<file path="config.mk">
export PLATFORM = sky130hd
export DESIGN_NAME = pshist_ctrl
export DESIGN_NICKNAME = d
export VERILOG_FILES = /design/src/hdl/pshist_pkg.sv /design/src/hdl/pshist_ctrl.sv
export SDC_FILE = /design/constraint.sdc
export NUM_CORES = 1
export LEC_CHECK = 0
export ABC_AREA = 0
export BUFFER_PORTS_ARGS = -buffer_cell sky130_fd_sc_hd__buf_2
export CAP_MARGIN = 30
export CORE_AREA = 2 2 39 41
export DETAILED_ROUTE_END_ITERATION = 10
export DIE_AREA = 0 0 41 43
export PLACE_DENSITY = 0.51
export SLEW_MARGIN = 20
export SYNTH_ARGS = -nofsm -noshare
export SYNTH_HDL_FRONTEND = slang
export SYNTH_SLANG_ARGS = --single-unit
</file>
<file path="constraint.sdc">
create_clock -name aclk -period 1.4 [get_ports aclk]
set_clock_uncertainty 0.15 [all_clocks]
set_input_delay 0.28 -clock aclk [delete_from_list [all_inputs] [get_ports aclk]]
set_output_delay 0.28 -clock aclk [all_outputs]
set_load 0.02 [all_outputs]
</file>
<file path="src/hdl/pshist_pkg.sv">
`default_nettype none
package pshist_pkg;

    localparam int CAPACITY  = 1024;
    localparam int TOP_COUNT = 10;
    localparam int IDX_W     = $clog2(CAPACITY);
    localparam int USED_W    = $clog2(CAPACITY + 1);
    localparam int RANK_W    = 6;
    localparam int PC_W      = 64;
    localparam int CNT_W     = 32;
    localparam int MDATA_W   = 104;

    typedef enum logic [0:0] {
        CMD_SAMPLE = 1'b0,
        CMD_REPORT = 1'b1
    } cmd_t;

    typedef enum logic [2:0] {
        ST_IDLE,
        ST_S_NEW,
        ST_S_RD,
        ST_S_CMP,
        ST_R_RD,
        ST_R_CMP,
        ST_R_OUT,
        ST_R_WAIT
    } state_t;

    typedef struct packed {
        logic load_in;
        logic clr_idx;
        logic inc_idx;
        logic wr_inc;
        logic wr_new;
        logic scan_clr;
        logic scan_upd;
        logic rep_start;
        logic out_load;
        logic rank_inc;
        logic clr_used;
    } ctrl_cmd_t;

    typedef struct packed {
        logic hit;
        logic idx_last;
        logic used_zero;
        logic full;
        logic out_done;
        logic out_last;
    } dp_stat_t;

endpackage
`default_nettype wire

</file>
<file path="src/hdl/pshist_ctrl.sv">
`default_nettype none
module pshist_ctrl (
    input  wire logic                  aclk,
    input  wire logic                  aresetn,
    input  wire logic                  in_valid,
    input  wire pshist_pkg::cmd_t      in_cmd,
    input  wire pshist_pkg::dp_stat_t  stat,
    output logic                       in_ready,
    output pshist_pkg::ctrl_cmd_t      cmd
);
    import pshist_pkg::*;

    state_t state_reg, state_next;

    always_ff @(posedge aclk) begin
        if (!aresetn) begin
            state_reg <= ST_IDLE;
        end else begin
            state_reg <= state_next;
        end
    end

    always_comb begin
        state_next = state_reg;
        unique case (state_reg)
            ST_IDLE: begin
                if (in_valid) begin
                    if (in_cmd == CMD_SAMPLE) begin
                        state_next = stat.used_zero ? ST_S_NEW : ST_S_RD;
                    end else begin
                        state_next = stat.used_zero ? ST_R_OUT : ST_R_RD;
                    end
                end
            end
            ST_S_NEW: state_next = ST_IDLE;
            ST_S_RD:  state_next = ST_S_CMP;
            ST_S_CMP: begin
                if (stat.hit || stat.idx_last) begin
                    state_next = ST_IDLE;
                end else begin
                    state_next = ST_S_RD;
                end
            end
            ST_R_RD:  state_next = ST_R_CMP;
            ST_R_CMP: state_next = stat.idx_last ? ST_R_OUT : ST_R_RD;
            ST_R_OUT: state_next = ST_R_WAIT;
            ST_R_WAIT: begin
                if (stat.out_done) begin
                    if (stat.out_last) begin
                        state_next = ST_IDLE;
                    end else begin
                        state_next = stat.used_zero ? ST_R_OUT : ST_R_RD;
                    end
                end
            end
            default: state_next = ST_IDLE;
        endcase
    end

    always_comb begin
        cmd      = '0;
        in_ready = 1'b0;
        unique case (state_reg)
            ST_IDLE: begin
                in_ready = 1'b1;
                if (in_valid) begin
                    cmd.load_in  = 1'b1;
                    cmd.clr_idx  = 1'b1;
                    cmd.scan_clr = 1'b1;
                    if (in_cmd == CMD_REPORT) begin
                        cmd.rep_start = 1'b1;
                    end
                end
            end
            ST_S_NEW: cmd.wr_new = 1'b1;
            ST_S_RD:  cmd = '0;
            ST_S_CMP: begin
                if (stat.hit) begin
                    cmd.wr_inc = 1'b1;
                end else if (stat.idx_last) begin
                    cmd.wr_new = !stat.full;
                end else begin
                    cmd.inc_idx = 1'b1;
                end
            end
            ST_R_RD:  cmd = '0;
            ST_R_CMP: begin
                cmd.scan_upd = 1'b1;
                cmd.inc_idx  = !stat.idx_last;
            end
            ST_R_OUT: cmd.out_load = 1'b1;
            ST_R_WAIT: begin
                if (stat.out_done) begin
                    if (stat.out_last) begin
                        cmd.clr_used = 1'b1;
                    end else begin
                        cmd.rank_inc = 1'b1;
                        cmd.clr_idx  = 1'b1;
                        cmd.scan_clr = 1'b1;
                    end
                end
            end
            default: cmd = '0;
        endcase
    end

endmodule
`default_nettype wire

</file>
# --- Word level (Yosys, flattened, before mapping) ---
# Index checks and enable logic that the tools add are counted.
word_totals:
  reg_bits: 3
  latch_bits: 0
  mem_bits_rw: 0
  mem_bits_ro: 0
  input_bits: 10
  wordCells: 48
  memories: 0
op_classes:
  n_addsub: 0
  multipliers: 0
  div_mod_pow: 0
  magnitude_cmp: 0
  n_eq_ne: 9
  shifts: 0
  mux: 33
  n_bitwise: 0
  reduce_logical: 5
ops:
  columns: ["cell", "n"]
  rows:
  - ["$pmux 3 s8", 1]
  - ["$mux 1", 17]
  - ["$mux 2", 7]
  - ["$eq 3x3->1 const B", 4]
  - ["$mux 3", 4]
  - ["$pmux 1 s2", 4]
  - ["$eq 3x2->1 const B", 2]
  - ["$ne 2x2->1 const B", 2]
  - ["$eq 3x1->1 const B", 1]
  - ["$logic_not 3->1", 1]
  - ["$logic_not 1->1", 2]
  - ["$reduce_and 2->1", 1]
  - ["$logic_or 1x1->1", 1]

# --- Longest topological paths before layout ---
depth:
  depth_word: 4
  mapped_depth: 6
  ltp_nobuf: 6

# --- Worst setup path before layout ---
# OpenSTA, ideal clock, no wires.
synth_timing:
  path_type: "register to output"
  from: "reg state_reg[0]"
  to: "out cmd[9] (netlist bit)"
  arrival_time_ps: 1473
  t_required_ps: 970
  setup_slack_ps: -503
  stages_incl_launch_ff: 6
  path_cell_list: "dfxtp_1 -> buf_6 -> nor3_4 -> and2_1 -> or2_1 -> buf_4"
synth_rtl:
  columns: ["item", "line_no", "rtl"]
  rows:
  - ["start, declared", "pshist_ctrl.sv:13", "state_t state_reg, state_next;"]
  - ["start signal, assigned", "pshist_ctrl.sv:19", "state_reg <= state_next;"]
  - ["end, declared", "pshist_ctrl.sv:9", "output pshist_pkg::ctrl_cmd_t cmd"]

==> flow_metrics.env <==
export IMPL_outcome="finished with violations"
export IMPL_violations="negative setup slack"
export IMPL_start_kind="register"
export IMPL_die_h_um=43
export IMPL_stdcell_count=99
export IMPL_peakVddDrop_mv=0.3683
export IMPL_viasPerCell=4.687
export IMPL_ff2ff_path_depth=6
export IMPL_grt_pass1_vias=444
export IMPL_rsz0062_at_grt="true"
export IMPL_postSynthCellCount=48
export IMPL_endpoint="cmd[8]"
export IMPL_syn_area_sq_um=359.1
export IMPL_relSlewSlack_pct=84.28
export IMPL_place_gp_congestion=0.7971
export IMPL_die_area_sq_um=1763
export IMPL_cts_buffers_inserted=3
export IMPL_r2r_start="state_reg[1]"
export IMPL_required_ps=970
export IMPL_clockBufferDepth=2
export IMPL_fmax_mhz=613.6
export IMPL_syn_nets=59
export IMPL_drive_above_1_share_pct=72.29
export IMPL_largest_register_ffs=3
export IMPL_critPathMaxFanout=6
export IMPL_ys_types=22
export IMPL_rows=14
export IMPL_post_route_period_util_pct=116.4
export IMPL_clock_latency_ps=240
export IMPL_hp_class="in2reg"
export IMPL_core_area_sq_um=1384
export IMPL_clk_pin_slew_ps=40
export IMPL_cts_max_level=1
export IMPL_finalSetupTns_ps=-1936
export IMPL_grt_usage_pct=14.56
export IMPL_wirelength_um=1135
export IMPL_overflow=0
export IMPL_synth_seq_area_share_pct=16.72
export IMPL_dr_pass1_iters=4
export IMPL_placedCellCount=91
export IMPL_antenna_found_initial=0
export IMPL_antenna_left=0
export IMPL_n_fill_cell=143
export IMPL_synth_warnings=0
export IMPL_initial_core_util_pct=25.95
export IMPL_cp_startpoint="state_reg[2]"
export IMPL_maxCapViolCount=0
export IMPL_grt_pass1_wl_um=1752
export IMPL_drtIter0Drc=3
export IMPL_slew_violations=0
export IMPL_grt_max_degree=9
export IMPL_crit_arrival_ps=1200
export IMPL_die_w_um=41
export IMPL_hold_violations=0
export IMPL_layout_nets=95
export IMPL_avgRoutedWirePerCell_um=11.46
export IMPL_dr_total_vias=464
export IMPL_fin_crit_ps=1630
export IMPL_leakage_nw=0.3278
export IMPL_cts_sinks=3
export IMPL_io_buffers=21
export IMPL_ys_seq_elements=3
export IMPL_dp_slack_ps=-97.35
export IMPL_cts_tree="built"
export IMPL_reg2reg_slack_ps=70
export IMPL_syn_avg_cell_area_sq_um=7.481
export IMPL_worst_pin_slew_ps=235.2
export IMPL_p_per_area_nw_per_um2=954.6
export IMPL_io_pins=22
export IMPL_syn_to_final_growth_pct=98.26
export IMPL_drc=0
export IMPL_dp_final_hpwl_um=806.1
export IMPL_setup_ws_ps=-229.8
export IMPL_antenna_cells=0
export IMPL_r2r_end="state_reg[1]"
export IMPL_setup_violations=12
export IMPL_worst_setup_path_end_kind="output port"
export IMPL_root_buffer="clkbuf_4"
export IMPL_path_class="reg2out"
## critical path: stages (launching register included)
cell,delay [ps]
dfxtp_4,360
buf_6,140
nor2_4,110
a21oi_2,60
nor3b_2,140
buf_4,150
## area by class of cell
class	instances	area, sq um	area share (%)
Clock buffer	4	26.28	3.691
Inverter	4	15.01	2.109
Multi-Input combinational cell	37	301.5	42.35
Sequential cell	3	71.32	10.02
Tap cell	16	20.02	2.812
Timing Repair Buffer	35	277.8	39.02
## how the worst min path moves through the flow
| stage | start | end | slack [ps] | cells past startpoint |
|---|---|---|---|---|
| 6_report | stat[1] | state_reg[1] | 130 | 2 |
| 5_1_grt | stat[1] | state_reg[1] | 160 | 2 |
| 4_1_cts | stat[1] | state_reg[1] | 120 | 2 |
| 3_5_place_dp | stat[1] | state_reg[1] | 390 | 2 |
| 3_3_place_gp | stat[1] | state_reg[1] | 390 | 2 |
| 2_1_floorplan | stat[1] | state_reg[1] | 250 | 1 |
## cell usage after synthesis
master | instances | area share [%]
nand3_1 | 1 | 1.4
o21ai_0 | 2 | 2.8
and2_4 | 1 | 2.4
buf_4 | 1 | 2.1
a211oi_2 | 1 | 3.5
nor2b_4 | 1 | 3.8
inv_1 | 4 | 4.2
nor3b_1 | 2 | 4.2
ha_1 | 1 | 3.5
nand3_2 | 1 | 2.8
buf_6 | 3 | 9.4
nor2_1 | 6 | 6.3
o32ai_1 | 1 | 2.4
nor4b_2 | 1 | 4.2
and2_1 | 1 | 1.7
nand2_1 | 8 | 8.4
nor3_4 | 1 | 4.5
nand3b_1 | 1 | 2.1
a21oi_1 | 6 | 8.4
or2_1 | 1 | 1.7
dfxtp_1 | 3 | 17
nor3b_2 | 1 | 3.5
## what timing repair did
action | CTS | global route
hold endpoints to repair | 0 | 0
resized for setup | 29 | 10
setup buffers | 3 | 1
endpoints found under the setup margin | 13 | 13
hold buffers | 0 | 0
pin swaps | 3 | 6
## report_power, final
group | internal (mW) | total, mW | switching (mW)
sequential | 0.105 | 0.136 | 0.0307
clock | 0.107 | 0.156 | 0.0485
combinational | 0.210 | 0.388 | 0.179
total | 0.422 | 0.680 | 0.258
## cells by family (layout without fill, tap and decap cells)
kind of cell / count (synthesis) / in the layout / share of synthesized area, %
AO/OA/AOI/OAI: 10 / 10 / 17.07
buffers and inverters: 8 / 43 / 15.68
flip-flops: 3 / 3 / 16.73
AND/OR/NAND/NOR: 26 / 26 / 47.04
adder cells (fa/ha/maj): 1 / 1 / 3.484
## metrics by stage
stage	cell area (sq um)	total power [mW]	hold slack (ps)	util (%)
4_1_cts	664.4	0.6603	124.6	48.01
2_1_floorplan	379.1	0.3386	248.3	-
6_report	711.9	0.6796	127.8	51.45
3_5_place_dp	534.3	0.4286	388.0	38.61
3_3_place_gp	534.3	0.4293	387.4	38.61
5_1_grt	711.9	0.7242	161.4	51.45
## layer usage
layer	up-vias	track usage, %	wire length [um]
li1	233	-	-
met2	14	24.69	657
met4	0	8.000	0
met1	217	16.40	432
met5	-	0	0
met3	0	1.571	45
## layout by cell type (no fill, tap or decap), drive strengths merged
cell type and count:
inv 4, ha 1, a21oi 6, nand2 8
dfxtp 3, buf 35, a211oi 1, o32ai 1
nor2 6, nor2b 1, nand3b 1, nor3b 3
or2 1, and2 2, clkbuf 4, nand3 2
nor3 1, nor4b 1, o21ai 2
No activity file was read; power rests on OpenSTA's default activity.
